$ cat src/sv/exposure_fault_supervisor_top_macros.svh
// Assertion macros shared by the exposure fault supervisor RTL.
`ifndef EXPOSURE_FAULT_SUPERVISOR_TOP_MACROS_SVH
`define EXPOSURE_FAULT_SUPERVISOR_TOP_MACROS_SVH

`ifndef SYNTHESIS
// Check an expression at every clock edge outside reset.
`define EFS_ASSERT(lbl, prop, msg) \
   lbl: assert property (@(posedge clock) disable iff (reset) prop) else $error(msg);
// Check a consequence in the same cycle.
`define EFS_ASSERT_NOW(lbl, cond, conseq, msg) \
   lbl: assert property (@(posedge clock) disable iff (reset) cond |-> conseq) \
      else $error(msg);
// Check a consequence in the next cycle.
`define EFS_ASSERT_NEXT(lbl, cond, conseq, msg) \
   lbl: assert property (@(posedge clock) disable iff (reset) cond |=> conseq) \
      else $error(msg);
`else
`define EFS_ASSERT(lbl, prop, msg)
`define EFS_ASSERT_NOW(lbl, cond, conseq, msg)
`define EFS_ASSERT_NEXT(lbl, cond, conseq, msg)
`endif

`endif

$ cat src/sv/efs_pkg.sv
// Types, codes and constants of the exposure fault supervisor.
`default_nettype none
package efs_pkg;

   localparam int LVL_W = 12;
   localparam int MS_W  = 16;
   localparam int CNT_W = 16;
   localparam int IDX_W = 3;
   localparam int UNITS = 4;

   localparam int SAMPLE_BITS_DEF        = 12;
   localparam int KV_OVER_PERSIST_DEF    = 10;
   localparam int MA_OVER_PERSIST_DEF    = 10;
   localparam int KV_UNDER_PERSIST_DEF   = 10;
   localparam int MA_UNDER_PERSIST_DEF   = 10;

   localparam logic [MS_W-1:0] READY_SETTLE_MS = 16'd100;
   localparam logic [MS_W-1:0] CONT_SETTLE_MS  = 16'd50;
   localparam logic [MS_W-1:0] PULSE_SETTLE_MS = 16'd3;

   localparam logic [CNT_W-1:0] CNT_MAX = '1;

   typedef enum logic [1:0] {
      PHASE_STANDBY  = 2'd0,
      PHASE_READY    = 2'd1,
      PHASE_EXPOSING = 2'd2,
      PHASE_OTHER    = 2'd3
   } phase_type;

   typedef enum logic [2:0] {
      ERR_NONE      = 3'd0,
      ERR_INTERLOCK = 3'd1,
      ERR_TANK      = 3'd2,
      ERR_FILAMENT  = 3'd3,
      ERR_MA_OVER   = 3'd4,
      ERR_KV_OVER   = 3'd5,
      ERR_KV_UNDER  = 3'd6,
      ERR_MA_UNDER  = 3'd7
   } err_code_type;

   typedef enum logic [IDX_W-1:0] {
      CSR_KV_HIGH       = 3'd0,
      CSR_KV_LOW        = 3'd1,
      CSR_MA_HIGH_CONT  = 3'd2,
      CSR_MA_HIGH_PULSE = 3'd3,
      CSR_MA_LOW        = 3'd4,
      CSR_FIL_LOW       = 3'd5,
      CSR_DC_LOW        = 3'd6
   } csr_idx_type;

   // LED bit positions
   localparam int LED_LOCK      = 0;
   localparam int LED_INTERLOCK = 1;
   localparam int LED_OVER_MA   = 2;
   localparam int LED_OVER_KV   = 3;

   // Persistence units: kV over, mA over, kV under, mA under
   localparam int U_KV_OVER  = 0;
   localparam int U_MA_OVER  = 1;
   localparam int U_KV_UNDER = 2;
   localparam int U_MA_UNDER = 3;

   typedef struct packed {
      logic [1:0]       phase;
      logic             pulsed_mode;
      logic [MS_W-1:0]  phase_ms;
      logic [MS_W-1:0]  pulse_ms;
      logic [LVL_W-1:0] kv_level;
      logic [LVL_W-1:0] ma_level;
      logic [LVL_W-1:0] fil_level;
      logic [LVL_W-1:0] dc_level;
      logic [1:0]       interlock_bits;
      logic [1:0]       hw_over_bits;
      logic             bypass;
      logic             clear_error;
   } req_type;

   typedef struct packed {
      logic [2:0] error_code;
      logic       shutdown;
      logic [3:0] led_bits;
   } rsp_type;

   typedef struct packed {
      logic [LVL_W-1:0] kv_high_limit;
      logic [LVL_W-1:0] kv_low_limit;
      logic [LVL_W-1:0] ma_high_cont_limit;
      logic [LVL_W-1:0] ma_high_pulse_limit;
      logic [LVL_W-1:0] ma_low_limit;
      logic [LVL_W-1:0] fil_low_limit;
      logic [LVL_W-1:0] dc_low_limit;
   } cfg_type;

endpackage
`default_nettype wire

$ cat src/sv/efs_req_if.sv
// Request channel of the exposure fault supervisor.
`default_nettype none
interface efs_req_if;
   logic             valid;
   logic             ready;
   efs_pkg::req_type data;
   modport source (output valid, output data, input ready);
   modport sink (input valid, input data, output ready);
endinterface
`default_nettype wire

$ cat src/sv/efs_rsp_if.sv
// Response channel of the exposure fault supervisor.
`default_nettype none
interface efs_rsp_if;
   logic             valid;
   logic             ready;
   efs_pkg::rsp_type data;
   modport source (output valid, output data, input ready);
   modport sink (input valid, input data, output ready);
endinterface
`default_nettype wire

$ cat src/sv/efs_csr_if.sv
// Register write channel of the exposure fault supervisor.
`default_nettype none
interface efs_csr_if;
   logic                         valid;
   logic                         ready;
   logic [efs_pkg::IDX_W-1:0]    index;
   logic [efs_pkg::LVL_W-1:0]    data;
   modport source (output valid, output index, output data, input ready);
   modport sink (input valid, input index, input data, output ready);
endinterface
`default_nettype wire

$ cat src/sv/efs_cfg_regs.sv
// Limit registers of the exposure fault supervisor.
`default_nettype none
module efs_cfg_regs #(
   parameter int SAMPLE_BITS = efs_pkg::SAMPLE_BITS_DEF
) (
   input  logic             clock,
   input  logic             reset,
   efs_csr_if.sink          csr_chan,
   output efs_pkg::cfg_type cfg
);
   localparam int LW   = efs_pkg::LVL_W;
   localparam int LvlW = (SAMPLE_BITS < LW) ? SAMPLE_BITS : LW;

   logic [LvlW-1:0] kv_high_ff;
   logic [LvlW-1:0] kv_low_ff;
   logic [LvlW-1:0] ma_high_cont_ff;
   logic [LvlW-1:0] ma_high_pulse_ff;
   logic [LvlW-1:0] ma_low_ff;
   logic [LvlW-1:0] fil_low_ff;
   logic [LvlW-1:0] dc_low_ff;
   logic            wr_en;

   assign csr_chan.ready = 1'b1;
   assign wr_en = csr_chan.valid && csr_chan.ready;

   always_ff @(posedge clock) begin
      if (reset) begin
         kv_high_ff       <= '1;
         kv_low_ff        <= '0;
         ma_high_cont_ff  <= '1;
         ma_high_pulse_ff <= '1;
         ma_low_ff        <= '0;
         fil_low_ff       <= '0;
         dc_low_ff        <= '0;
      end else if (wr_en) begin
         unique case (efs_pkg::csr_idx_type'(csr_chan.index))
            efs_pkg::CSR_KV_HIGH:       kv_high_ff       <= csr_chan.data[LvlW-1:0];
            efs_pkg::CSR_KV_LOW:        kv_low_ff        <= csr_chan.data[LvlW-1:0];
            efs_pkg::CSR_MA_HIGH_CONT:  ma_high_cont_ff  <= csr_chan.data[LvlW-1:0];
            efs_pkg::CSR_MA_HIGH_PULSE: ma_high_pulse_ff <= csr_chan.data[LvlW-1:0];
            efs_pkg::CSR_MA_LOW:        ma_low_ff        <= csr_chan.data[LvlW-1:0];
            efs_pkg::CSR_FIL_LOW:       fil_low_ff       <= csr_chan.data[LvlW-1:0];
            efs_pkg::CSR_DC_LOW:        dc_low_ff        <= csr_chan.data[LvlW-1:0];
            default: begin
            end
         endcase
      end
   end

   // Zero-extend the stored sample bits to the full level width
   assign cfg.kv_high_limit       = LW'(kv_high_ff);
   assign cfg.kv_low_limit        = LW'(kv_low_ff);
   assign cfg.ma_high_cont_limit  = LW'(ma_high_cont_ff);
   assign cfg.ma_high_pulse_limit = LW'(ma_high_pulse_ff);
   assign cfg.ma_low_limit        = LW'(ma_low_ff);
   assign cfg.fil_low_limit       = LW'(fil_low_ff);
   assign cfg.dc_low_limit        = LW'(dc_low_ff);

endmodule
`default_nettype wire

$ cat src/sv/efs_check_core.sv
// Fault checks, persistence counters and error latch of the supervisor.
`default_nettype none
`include "exposure_fault_supervisor_top_macros.svh"
module efs_check_core #(
   parameter int SAMPLE_BITS         = efs_pkg::SAMPLE_BITS_DEF,
   parameter int KV_OVER_PERSIST_MS  = efs_pkg::KV_OVER_PERSIST_DEF,
   parameter int MA_OVER_PERSIST_MS  = efs_pkg::MA_OVER_PERSIST_DEF,
   parameter int KV_UNDER_PERSIST_MS = efs_pkg::KV_UNDER_PERSIST_DEF,
   parameter int MA_UNDER_PERSIST_MS = efs_pkg::MA_UNDER_PERSIST_DEF
) (
   input  logic             clock,
   input  logic             reset,
   input  logic             step,
   input  efs_pkg::req_type item,
   input  efs_pkg::cfg_type cfg,
   output efs_pkg::rsp_type result
);
   localparam int LW   = efs_pkg::LVL_W;
   localparam int LvlW = (SAMPLE_BITS < LW) ? SAMPLE_BITS : LW;
   localparam int CW   = efs_pkg::CNT_W;
   localparam int NU   = efs_pkg::UNITS;

   efs_pkg::err_code_type    err_ff, err_in;
   logic [3:0]               led_ff, led_in;
   logic [NU-1:0]            flag_ff, flag_in;
   logic [NU-1:0][CW-1:0]    cnt_ff, cnt_in, cnt_inc;
   logic [NU-1:0][CW-1:0]    persist_lim;
   efs_pkg::err_code_type    unit_code [NU];
   logic [3:0]               unit_led [NU];
   logic [NU-1:0]            beyond;
   logic [LvlW-1:0]          ma_hi;
   logic                     gate;
   logic                     under_gate;
   logic                     shut;
   logic                     halt;

   assign persist_lim[efs_pkg::U_KV_OVER]  = CW'(KV_OVER_PERSIST_MS);
   assign persist_lim[efs_pkg::U_MA_OVER]  = CW'(MA_OVER_PERSIST_MS);
   assign persist_lim[efs_pkg::U_KV_UNDER] = CW'(KV_UNDER_PERSIST_MS);
   assign persist_lim[efs_pkg::U_MA_UNDER] = CW'(MA_UNDER_PERSIST_MS);

   assign unit_code[efs_pkg::U_KV_OVER]  = efs_pkg::ERR_KV_OVER;
   assign unit_code[efs_pkg::U_MA_OVER]  = efs_pkg::ERR_MA_OVER;
   assign unit_code[efs_pkg::U_KV_UNDER] = efs_pkg::ERR_KV_UNDER;
   assign unit_code[efs_pkg::U_MA_UNDER] = efs_pkg::ERR_MA_UNDER;

   assign unit_led[efs_pkg::U_KV_OVER]  = 4'(1 << efs_pkg::LED_OVER_KV);
   assign unit_led[efs_pkg::U_MA_OVER]  = 4'(1 << efs_pkg::LED_OVER_MA);
   assign unit_led[efs_pkg::U_KV_UNDER] = 4'd0;
   assign unit_led[efs_pkg::U_MA_UNDER] = 4'd0;

   assign ma_hi = item.pulsed_mode ? cfg.ma_high_pulse_limit[LvlW-1:0]
                                   : cfg.ma_high_cont_limit[LvlW-1:0];

   assign beyond[efs_pkg::U_KV_OVER] =
      item.kv_level[LvlW-1:0] > cfg.kv_high_limit[LvlW-1:0];
   assign beyond[efs_pkg::U_MA_OVER] = item.ma_level[LvlW-1:0] > ma_hi;
   assign beyond[efs_pkg::U_KV_UNDER] =
      item.kv_level[LvlW-1:0] < cfg.kv_low_limit[LvlW-1:0];
   assign beyond[efs_pkg::U_MA_UNDER] =
      item.ma_level[LvlW-1:0] < cfg.ma_low_limit[LvlW-1:0];

   // settle windows for the level checks
   assign gate = item.pulsed_mode ?
                 (item.pulse_ms > efs_pkg::PULSE_SETTLE_MS &&
                  item.phase_ms > efs_pkg::READY_SETTLE_MS) :
                 (item.phase_ms > efs_pkg::CONT_SETTLE_MS);
   assign under_gate = !item.pulsed_mode && item.phase_ms > efs_pkg::READY_SETTLE_MS;

   always_comb begin
      for (int i = 0; i < NU; i++) begin
         cnt_inc[i] = (flag_ff[i] && cnt_ff[i] != efs_pkg::CNT_MAX) ?
                      cnt_ff[i] + CW'(1) : cnt_ff[i];
      end
      err_in  = item.clear_error ? efs_pkg::ERR_NONE : err_ff;
      led_in  = item.clear_error ? 4'd0 : led_ff;
      flag_in = flag_ff;
      cnt_in  = cnt_inc;
      shut    = 1'b0;
      halt    = 1'b0;
      if (err_in == efs_pkg::ERR_NONE && !item.bypass) begin
         if (item.phase == efs_pkg::PHASE_READY) begin
            if (item.phase_ms > efs_pkg::READY_SETTLE_MS) begin
               if (item.dc_level[LvlW-1:0] < cfg.dc_low_limit[LvlW-1:0]) begin
                  shut = 1'b1;
               end
               if (item.interlock_bits[0]) begin
                  err_in = efs_pkg::ERR_INTERLOCK;
                  led_in[efs_pkg::LED_LOCK] = 1'b1;
                  shut = 1'b1;
               end
               if (item.interlock_bits[1]) begin
                  err_in = efs_pkg::ERR_TANK;
                  led_in[efs_pkg::LED_INTERLOCK] = 1'b1;
                  shut = 1'b1;
               end
               if (item.fil_level[LvlW-1:0] < cfg.fil_low_limit[LvlW-1:0]) begin
                  err_in = efs_pkg::ERR_FILAMENT;
                  shut = 1'b1;
               end
            end
         end else if (item.phase == efs_pkg::PHASE_EXPOSING) begin
            if (item.hw_over_bits[0]) begin
               err_in = efs_pkg::ERR_MA_OVER;
               led_in[efs_pkg::LED_OVER_MA] = 1'b1;
               shut = 1'b1;
            end else if (item.hw_over_bits[1]) begin
               err_in = efs_pkg::ERR_KV_OVER;
               led_in[efs_pkg::LED_OVER_KV] = 1'b1;
               shut = 1'b1;
            end else if (gate) begin
               // units run in priority order; the first to latch ends the pass
               for (int i = 0; i < NU; i++) begin
                  if (!halt && (i < efs_pkg::U_KV_UNDER || under_gate)) begin
                     if (!beyond[i]) begin
                        flag_in[i] = 1'b0;
                        cnt_in[i]  = '0;
                     end else if (!flag_ff[i]) begin
                        flag_in[i] = 1'b1;
                        cnt_in[i]  = '0;
                     end else if (cnt_inc[i] >= persist_lim[i]) begin
                        err_in = unit_code[i];
                        led_in = led_in | unit_led[i];
                        shut   = 1'b1;
                        halt   = 1'b1;
                     end
                  end
               end
            end
         end
      end
      // drop a system interlock error once the interlock closes
      if (err_in == efs_pkg::ERR_INTERLOCK && !item.interlock_bits[0]) begin
         err_in = efs_pkg::ERR_NONE;
         led_in = 4'd0;
      end
   end

   always_ff @(posedge clock) begin
      if (reset) begin
         err_ff  <= efs_pkg::ERR_NONE;
         led_ff  <= '0;
         flag_ff <= '0;
         cnt_ff  <= '0;
      end else if (step) begin
         err_ff  <= err_in;
         led_ff  <= led_in;
         flag_ff <= flag_in;
         cnt_ff  <= cnt_in;
      end
   end

   assign result.error_code = err_in;
   assign result.shutdown   = shut;
   assign result.led_bits   = led_in;

   `EFS_ASSERT_NEXT(a_latch_holds,
      step && !item.clear_error && err_ff != efs_pkg::ERR_NONE && err_ff != efs_pkg::ERR_INTERLOCK,
      err_ff == $past(err_ff), "latched error changed without clear")
   `EFS_ASSERT_NOW(a_new_error_shuts,
      step && err_in != efs_pkg::ERR_NONE && (item.clear_error || err_ff == efs_pkg::ERR_NONE),
      result.shutdown, "new error latched without shutdown")
   `EFS_ASSERT_NEXT(a_idle_state_stable, !step,
      $stable(flag_ff) && $stable(cnt_ff) && $stable(err_ff) && $stable(led_ff),
      "supervisor state moved without a request")

endmodule
`default_nettype wire

$ cat src/sv/exposure_fault_supervisor_top.sv
// Top level of the exposure fault supervisor.
// Datapath: a request accepted into the request register is checked by the core and
//   its result captured in the response register.
// Throughput: one request per cycle while the response channel is not stalled, with the
//   single check stage between the request register and the response register.
// Reset (synchronous): clears the error latch, LEDs, persistence state, both
//   pipeline valids and restores the default limits.
`default_nettype none
`include "exposure_fault_supervisor_top_macros.svh"
module exposure_fault_supervisor_top #(
   parameter int SAMPLE_BITS         = efs_pkg::SAMPLE_BITS_DEF,
   parameter int KV_OVER_PERSIST_MS  = efs_pkg::KV_OVER_PERSIST_DEF,
   parameter int MA_OVER_PERSIST_MS  = efs_pkg::MA_OVER_PERSIST_DEF,
   parameter int KV_UNDER_PERSIST_MS = efs_pkg::KV_UNDER_PERSIST_DEF,
   parameter int MA_UNDER_PERSIST_MS = efs_pkg::MA_UNDER_PERSIST_DEF
) (
   input  logic        clock,
   input  logic        reset,
   efs_req_if.sink     req_chan,
   efs_rsp_if.source   rsp_chan,
   efs_csr_if.sink     csr_chan
);
   // request stage
   logic             s1_valid_ff;
   efs_pkg::req_type s1_data_ff;
   // response stage
   logic             rsp_valid_ff;
   efs_pkg::rsp_type rsp_data_ff;

   logic             advance;
   efs_pkg::rsp_type core_result;
   efs_pkg::cfg_type cfg;

   // Advance the held request into the response register when that register
   // is empty or being drained this cycle.
   assign advance = s1_valid_ff && (!rsp_valid_ff || rsp_chan.ready);

   // Take a new request whenever the request stage is empty or moving on.
   assign req_chan.ready = !s1_valid_ff || advance;

   always_ff @(posedge clock) begin
      if (reset) begin
         s1_valid_ff  <= 1'b0;
         rsp_valid_ff <= 1'b0;
      end else begin
         if (req_chan.ready) begin
            s1_valid_ff <= req_chan.valid;
         end
         if (advance) begin
            rsp_valid_ff <= 1'b1;
         end else if (rsp_chan.ready) begin
            rsp_valid_ff <= 1'b0;
         end
      end
   end

   // Payload registers: no reset, qualified by the valids above.
   always_ff @(posedge clock) begin
      if (req_chan.valid && req_chan.ready) begin
         s1_data_ff <= req_chan.data;
      end
      if (advance) begin
         rsp_data_ff <= core_result;
      end
   end

   assign rsp_chan.valid = rsp_valid_ff;
   assign rsp_chan.data  = rsp_data_ff;

   // Limit regs, written through the CSR channel while idle by the user; not enforced.
   efs_cfg_regs #(
      .SAMPLE_BITS(SAMPLE_BITS)
   ) u_cfg (
      .clock   (clock),
      .reset   (reset),
      .csr_chan(csr_chan),
      .cfg     (cfg)
   );

   // Check logic and supervisor state; state commits only on advance.
   efs_check_core #(
      .SAMPLE_BITS        (SAMPLE_BITS),
      .KV_OVER_PERSIST_MS (KV_OVER_PERSIST_MS),
      .MA_OVER_PERSIST_MS (MA_OVER_PERSIST_MS),
      .KV_UNDER_PERSIST_MS(KV_UNDER_PERSIST_MS),
      .MA_UNDER_PERSIST_MS(MA_UNDER_PERSIST_MS)
   ) u_core (
      .clock (clock),
      .reset (reset),
      .step  (advance),
      .item  (s1_data_ff),
      .cfg   (cfg),
      .result(core_result)
   );

   // Hold both stages and the response while the output is stalled.
   `EFS_ASSERT_NEXT(a_stall_holds,
      s1_valid_ff && rsp_valid_ff && !rsp_chan.ready,
      s1_valid_ff && rsp_valid_ff && $stable(rsp_data_ff),
      "pipeline lost a request while stalled")

endmodule
`default_nettype wire
$ cat src/flat_wrapper.sv
// flat-port wrapper written by rule: the top's interface ports become plain ports
module exposure_fault_supervisor_top_flat 
#(
   parameter int SAMPLE_BITS         = efs_pkg::SAMPLE_BITS_DEF,
   parameter int KV_OVER_PERSIST_MS  = efs_pkg::KV_OVER_PERSIST_DEF,
   parameter int MA_OVER_PERSIST_MS  = efs_pkg::MA_OVER_PERSIST_DEF,
   parameter int KV_UNDER_PERSIST_MS = efs_pkg::KV_UNDER_PERSIST_DEF,
   parameter int MA_UNDER_PERSIST_MS = efs_pkg::MA_UNDER_PERSIST_DEF
)
  (clock, reset, req_chan_valid, req_chan_data, req_chan_ready, rsp_chan_valid, rsp_chan_data, rsp_chan_ready, csr_chan_valid, csr_chan_index, csr_chan_data, csr_chan_ready);
  efs_req_if req_chan_i ();
  efs_rsp_if rsp_chan_i ();
  efs_csr_if csr_chan_i ();
  input  logic clock;
  input  logic reset;
  input wire logic [$bits(req_chan_i.valid)-1:0] req_chan_valid;
  input wire logic [$bits(req_chan_i.data)-1:0] req_chan_data;
  output wire logic [$bits(req_chan_i.ready)-1:0] req_chan_ready;
  output wire logic [$bits(rsp_chan_i.valid)-1:0] rsp_chan_valid;
  output wire logic [$bits(rsp_chan_i.data)-1:0] rsp_chan_data;
  input wire logic [$bits(rsp_chan_i.ready)-1:0] rsp_chan_ready;
  input wire logic [$bits(csr_chan_i.valid)-1:0] csr_chan_valid;
  input wire logic [$bits(csr_chan_i.index)-1:0] csr_chan_index;
  input wire logic [$bits(csr_chan_i.data)-1:0] csr_chan_data;
  output wire logic [$bits(csr_chan_i.ready)-1:0] csr_chan_ready;
  assign req_chan_i.valid = req_chan_valid;
  assign req_chan_i.data = req_chan_data;
  assign req_chan_ready = req_chan_i.ready;
  assign rsp_chan_valid = rsp_chan_i.valid;
  assign rsp_chan_data = rsp_chan_i.data;
  assign rsp_chan_i.ready = rsp_chan_ready;
  assign csr_chan_i.valid = csr_chan_valid;
  assign csr_chan_i.index = csr_chan_index;
  assign csr_chan_i.data = csr_chan_data;
  assign csr_chan_ready = csr_chan_i.ready;
  exposure_fault_supervisor_top #(.SAMPLE_BITS(SAMPLE_BITS), .KV_OVER_PERSIST_MS(KV_OVER_PERSIST_MS), .MA_OVER_PERSIST_MS(MA_OVER_PERSIST_MS), .KV_UNDER_PERSIST_MS(KV_UNDER_PERSIST_MS), .MA_UNDER_PERSIST_MS(MA_UNDER_PERSIST_MS)) u_core (.clock(clock), .reset(reset), .req_chan(req_chan_i), .rsp_chan(rsp_chan_i), .csr_chan(csr_chan_i));
endmodule
$ cat config.mk
export PLATFORM = sky130hd
export DESIGN_NAME = exposure_fault_supervisor_top_flat
export DESIGN_NICKNAME = d
export VERILOG_FILES = /design/src/sv/efs_pkg.sv /design/src/sv/efs_req_if.sv /design/src/sv/efs_rsp_if.sv /design/src/sv/efs_csr_if.sv /design/src/sv/efs_cfg_regs.sv /design/src/sv/efs_check_core.sv /design/src/sv/exposure_fault_supervisor_top.sv /design/src/flat_wrapper.sv
export VERILOG_INCLUDE_DIRS = /design/src /design/src/sv
export SDC_FILE = /design/constraint.sdc
export NUM_CORES = 1
export LEC_CHECK = 0
export BUFFER_PORTS_ARGS = -buffer_cell sky130_fd_sc_hd__buf_2
export CAP_MARGIN = 25
export CORE_AREA = 2 2 186 188
export CTS_BUF_LIST = sky130_fd_sc_hd__clkbuf_8
export CTS_CLUSTER_SIZE = 16
export DETAILED_ROUTE_END_ITERATION = 16
export DIE_AREA = 0 0 188 190
export SYNTH_ARGS = -nofsm -noshare
export SYNTH_HDL_FRONTEND = slang
export SYNTH_SLANG_ARGS = --single-unit
$ cat constraint.sdc
create_clock -name clock -period 3.55 [get_ports clock]
set_input_delay 0.1775 -clock clock [delete_from_list [all_inputs] [get_ports clock]]
set_output_delay 0.1775 -clock clock [all_outputs]
set_load 0.02 [all_outputs]
Yosys cells after proc, flatten, opt, wreduce, memory -nomap -nowiden:

Cells that the tools add are included.

* register bits: 258
* latch bits: 0
* bits in writable memories: 0
* bits in read-only memories: 0
* input port bits: 109
* output and inout bits: 11
* word-level logic and storage cells: 232
* memories kept: 0

* add/subtract/negate cells: 4
* multiply operators: 0
* div/mod/pow operators: 0
* order comparisons: 13
* equality and inequality tests: 13
* shifts and indexed selects: 0
* multiplexer cells: 129
* bitwise gates (word level): 4
* reduce and logical (&&, ||, !) cells: 35

Operators by type and width (number)
* $mux 64: 6
* $mux 16: 15
* $mux 3: 32
* $add 16x1->16 const B: 4
* $ge 16x4->1 const B: 4
* $ne 16x16->1 const B: 4
* $mux 1: 63
* $lt 12x12->1: 4
* $mux 4: 8
* $gt 12x12->1: 2
* $reduce_and 8->1: 3
* $gt 16x2->1 const B: 1
* $gt 16x6->1 const B: 1
* $gt 16x7->1 const B: 1
* $reduce_and 2->1: 7
* $logic_and 1x1->1: 12
* $mux 12: 1
* $eq 3x3->1 const B: 3
* $mux 2: 4
* $logic_not 1->1: 7
* $reduce_and 7->1: 1
* $eq 3x1->1 const B: 2
* $eq 3x2->1 const B: 2
* $logic_not 3->1: 2
* other kinds (5): 9

Logic depth before layout (Yosys ltp):

* word-level depth: 42
* mapped depth: 16
* depth with buffers taken out: 12

Hierarchy:

A second synthesis with hierarchy kept.

* cell total of the unflattened synthesis: 1443
* area total of the unflattened synthesis: 13728.2 um^2

Modules (own cells, without submodules)
* efs_check_core: instances 1, cells each 1028, area an instance 7425.9 um^2, sequential area each 1501.4 um^2
* efs_cfg_regs: instances 1, cells each 308, area an instance 3285.7 um^2, sequential area each 1681.6 um^2
* exposure_fault_supervisor_top: instances 1, cells each 107, area an instance 3016.6 um^2, sequential area each 2952.8 um^2

Worst setup path before layout:

Ideal clock, no wire load.

* kind: flip-flop to flip-flop
* from: reg u_core.s1_data_ff[86] in the netlist's numbering
* to: reg u_core.u_core.cnt_ff[49] in the netlist's numbering
* setup time: 0.070 ns
* arrival time: 3.520 ns
* slack: -0.041 ns
* stages on the path, launching flop included: 17
* buffers on the path: 4
* path through: edfxtp_1 -> clkbuf_1 -> buf_1 -> mux2i_1 -> ha_1 -> a21o_1 -> a21o_1 -> a21oi_1 -> or2_2 -> a311oi_1 -> o41ai_4 -> nor2b_1 -> buf_2 -> a21oi_2 -> buf_2 -> nand3_1 -> a21oi_1

* cells in the longest elaborated chain, start to end: 29
* elaborated cells on any way between the ends: 34
* classes of those cells: order compare: 1; mux: 27; reduce/logical: 6

RTL lines
* from (decl): line exposure_fault_supervisor_top.sv:25 `efs_pkg::req_type s1_data_ff;`
* from (signal assigned): line exposure_fault_supervisor_top.sv:60 `s1_data_ff <= req_chan.data;`
* $mux 12: line efs_check_core.sv:52 `assign ma_hi = item.pulsed_mode ? cfg.ma_high_pulse_limit[LvlW-1:0]`
* $gt 12x12->1: line efs_check_core.sv:57 `assign beyond[efs_pkg::U_MA_OVER] = item.ma_level[LvlW-1:0] > ma_hi;`
* $mux 1: line efs_check_core.sv:115 `if (!beyond[i]) begin`
* $mux 1: line efs_check_core.sv:114 `if (!halt && (i < efs_pkg::U_KV_UNDER || under_gate)) begin`
* $mux 1: line efs_check_core.sv:111 `end else if (gate) begin`
* $mux 1: line efs_check_core.sv:107 `end else if (item.hw_over_bits[1]) begin`
* $mux 1: line efs_check_core.sv:103 `if (item.hw_over_bits[0]) begin`
* $mux 1: line efs_check_core.sv:102 `end else if (item.phase == efs_pkg::PHASE_EXPOSING) begin`
* [13 not listed]
* $logic_and 1x1->1: line efs_check_core.sv:114
* $mux 16: line efs_check_core.sv:114
* $mux 64 (*): line efs_check_core.sv:111
* $mux 64 (*): line efs_check_core.sv:107
* $mux 64 (*): line efs_check_core.sv:103
* $mux 64 (*): line efs_check_core.sv:102
* $mux 64 (*): line efs_check_core.sv:82 `if (item.phase == efs_pkg::PHASE_READY) begin`
* $mux 64 (*): line efs_check_core.sv:81 `if (err_in == efs_pkg::ERR_NONE && !item.bypass) begin`
* to (signal assigned): line efs_check_core.sv:149 `cnt_ff <= cnt_in;`
* to (decl): line efs_check_core.sv:26 `logic [NU-1:0][CW-1:0] cnt_ff, cnt_in, cnt_inc;`

Mark *: on every way between the ends. The rest lies on a longest branch, timed or not. The select of a mux whose other input is x is not followed.
A chain may end at the register's enable or synchronous reset.

==> key figures <==
Logic synthesis
  • Main area contributors after synthesis: dfxtp_1, edfxtp_1, ha_1, nand2_1, a21oi_1
  • Multiplexer area fraction after synthesis: 1.29%
  • XOR/XNOR Fraction of Synth Area: under 10%
  • Synth Area in Adders: 6.76%
  • Post-Syn Instances: between 1000 and 1500
  • Main flop type after synthesis: dfxtp_1
  • Largest family of logic cells by synthesized area: simple AND/OR/NAND/NOR gates
  • Seq cells post-synth: 256
  • Compound-Gate Fraction of Synth Area: 18.0%
  • Syn_nets: 1680
  • Syn. warnings: 0
  • Synth unique cells: 86
  • Syn_area_per_cell: about 9 um^2
  • Synth Cell Area: 13300 um^2
  • Post-synth EDFFs: 95
  • Simple-Gate Fraction of Synth Area: 22.6%
  • FFs w/ async S/R, synth: 0%
  • Yosys top cell area share: 24.2%
  • Register area share after synthesis: 45.6%
  • Area leader, netlist: dfxtp_1

Job
  • Max Cap Violations: 0

Layout
  • Final Non-Filler Cells: between 2000 and 2500
  • Final nets: 1969
  • Post-Route Utilization: 50.1%
  • Commonest cells after routing, fill and taps aside: nand2_1, a21oi_1, dfxtp_1
  • Post-route cell area: about 17000 um^2
  • Area growth syn-to-layout: 27.5%
  • Most common cell after layout, fill and taps aside: nand2_1
  • Layout cells sized above 1: 18.2%

Global route
  • Grt met2 use: 34.9%
  • Met3 Track Usage GR: under 10%
  • Vias in the first global route: between 10000 and 15000
  • First-pass GRT wire length: 60100 um
  • Total GRT Usage: 20.5%
  • Initial antenna violation count: 0
  • Pin count of the biggest net entering global routing: 68
  • Grt total ovfl: 0
  • Grt met1 use: a little over a quarter
  • GR peak layer: met2

Setup path
  • Crit Path Max Fanout: 8
  • Flop2flop setup slack: 0.13 ns
  • Critical path depth: 12
  • CP Data Required Time: 3.84 ns
  • Crit-path leading delay family: compound AO/OA/AOI/OAI gates
  • Critical R2R Launch: u_core.u_core.cnt_ff[16]$_SDFFE_PP0P_
  • Critical Path Sink: u_core.rsp_chan.data[2]$_DFFE_PP_
  • Slowest stage delay, CP: roughly 0.45 ns
  • Reg2reg path depth: 12
  • CP max-delay cell: o41ai_4
  • Crit Path Category: register to register
  • Crit Reg-Reg Endpoint: u_core.rsp_chan.data[2]$_DFFE_PP_
  • CP Launch Type: register
  • Setup crit end kind: register
  • Worst setup startpoint: u_core.u_core.cnt_ff[16]$_SDFFE_PP0P_
  • Critical path cell sequence: ha_1 -> and3_2 -> and3_1 -> a2111o_1 -> o21ai_0 -> o21ai_1 -> o41ai_4 -> nand3_1 -> o31a_2 -> nor4_4 -> buf_6 -> a21oi_1
  • CP bufs+invs: 1
  • Worst EP arrival: ~3.7 ns

Timing
  • Crit share post-route: 96.2%
  • Worst-Margin Slew: 0.863 ns
  • Max_slew headroom: between 40% and 50%
  • Period minus WS final: 3.42 ns
  • Slew Viols, Final: 0
  • FMAX: approximately 300 MHz
  • Final Hold Fails: 0
  • Skew final: 0.0465 ns
  • Setup violators final: 0
  • Setup TNS: 0 ns

CTS
  • TritonCTS clock tree: built
  • Clock Tree Buf Depth: 3
  • CTS clk-pin slew, worst paths: 0.06 ns
  • Clk_lat worst skew: ~0.6 ns
  • CTS buffer count: 46
  • CTS HTree Levels: 2
  • Clock sink total: about 260
  • Root Buffer: clkbuf_8

Pwr
  • P per Cell Area: just under 400 nW/um^2
  • Total Power: about 6.5 mW
  • Max VDD drop: 0.330 mV
  • P_leak: between 6 and 7 nW

Placement
  • Buffers on Ports: 116
  • DP Area: 14900 um^2
  • Dpl cells: 2091
  • GPL Wtd Cong: roughly 0.9
  • HPWL after DPL: about 25000 um

Detailed routing
  • Drt drc: 0
  • Initial DRT Pass Iterations: 5
  • Antenna Nets Post-Route: 0
  • Initial DRC count: roughly 800
  • Vias per inst: 5.34
  • Final WL: 37200 um
  • Via Count: about 12000
  • WL/cell: 16.3 um

Worst hold path
  • HP Class: input port to register

Floorplanning
  • Die area: 35700 um^2
  • Rows: 68
  • Core Box Area: 33900 um^2
  • Num ports: 120
  • Die width: 188 um
  • Initial core utilization: 39.3%
  • Die H: approximately 190 um

Outcome
  • Status: complete, no violations
==> how the worst min path moves through the flow <==
stage	start	to	slack (ns)	depth (start not counted)
final	csr_chan_index[1]	u_core.u_cfg.ma_low_ff[10]$_SDFFE_PP0P_	0.05	4
after detailed placement	req_chan_data[14]	u_core.s1_data_ff[14]$_DFFE_PP_	0.36	1
after global routing	csr_chan_index[0]	u_core.u_cfg.ma_low_ff[8]$_SDFFE_PP0P_	0.07	4
after CTS	csr_chan_index[1]	u_core.u_cfg.ma_low_ff[10]$_SDFFE_PP0P_	0.01	4
after floorplan	req_chan_data[0]	u_core.s1_data_ff[0]$_DFFE_PP_	0.28	0
after global placement	req_chan_data[15]	u_core.s1_data_ff[15]$_DFFE_PP_	0.35	1
==> cell families (layout without fill, tap and decap cells) <==
group / count (synthesis) / after routing
AOI/OAI and AO/OA: 385 / 385
xor gates and xnor gates: 18 / 18
DFF: 256 / 256
adders and majority gates: 72 / 72
and+or+nand+nor: 597 / 597
buffers and inverters: 153 / 476
muxes: 17 / 17
other: 1 / 2
==> Yosys cell counts (16+ instances only) <==
| cell type | count |
|---|---|
| a21o_1 | 24 |
| a21oi_1 | 163 |
| and3_1 | 17 |
| and4_1 | 16 |
| clkbuf_1 | 57 |
| dfxtp_1 | 161 |
| edfxtp_1 | 95 |
| ha_1 | 72 |
| inv_1 | 73 |
| mux2i_1 | 16 |
| nand2_1 | 222 |
| nand3_1 | 68 |
| nand4_1 | 30 |
| nor2_1 | 80 |
| nor3_1 | 44 |
| o21ai_0 | 78 |
| or3_1 | 19 |
==> power by group <==
group	internal, mW	switching (mW)	leakage (nW)
clock	1.53	1.27	0.518
combinational	0.242	0.300	3.79
sequential	3.15	0.0501	2.24
total	4.91	1.62	6.54
==> sequential cells by signal, indices dropped and copies added, names as in the netlist <==
| register | flops |
|---|---|
| u_core.u_core.flag_ff | 4 |
| u_core.rsp_chan.data | 8 |
| u_core.u_core.err_ff | 3 |
| u_core.u_core.led_ff | 4 |
| u_core.u_cfg.fil_low_ff | 12 |
| u_core.u_cfg.ma_high_pulse_ff | 12 |
| u_core.u_core.cnt_ff | 64 |
| u_core.s1_data_ff | 87 |
| u_core.rsp_chan.valid | 1 |
| u_core.u_cfg.kv_low_ff | 12 |
| u_core.s1_valid_ff | 1 |
| u_core.u_cfg.ma_high_cont_ff | 12 |
| u_core.u_cfg.ma_low_ff | 12 |
| u_core.u_cfg.kv_high_ff | 12 |
| u_core.u_cfg.dc_low_ff | 12 |
==> stage by stage <==
stage | hold WS, ns | setup WS, ns
2_1_floorplan | 0.276 | 0.143
3_3_place_gp | 0.354 | 0.109
3_5_place_dp | 0.356 | 0.0465
4_1_cts | 0.0107 | 0.0237
5_1_grt | 0.0656 | -0.0124
6_report | 0.0493 | 0.134
==> layer usage <==
metal	up-vias	routed length (um)
met5	-	0
met1	5715	16400
met4	0	1210
met2	321	17700
li1	6060	-
met3	78	1920
==> tightest hold or removal path, stage by stage <==
cell     delay, ns
buf_2         0.16
nor3_1        0.13
nand2_1       0.08
a21oi_1       0.05
==> layout make-up <==
type	count	area [um^2]
fill	3165	17000
multi-input combinational	1090	6750
sequential	256	6090
timing repair buffer	319	2380
clock buffer	50	688
tap	455	569
inverter	75	282
clock inverter	32	229
antenna	1	2.50
==> repair_timing <==
| item | CTS | global route |
|---|---|---|
| hold endpoints to repair | 173 | 0 |
| resized for setup | 1 | 37 |
| pin swaps | 1 | 6 |
| endpoints found under the setup margin | 1 | 51 |
| setup buffers | 1 | 1 |
| hold buffers | 102 | 0 |
Note: power is estimated with default switching activity, not from simulation.
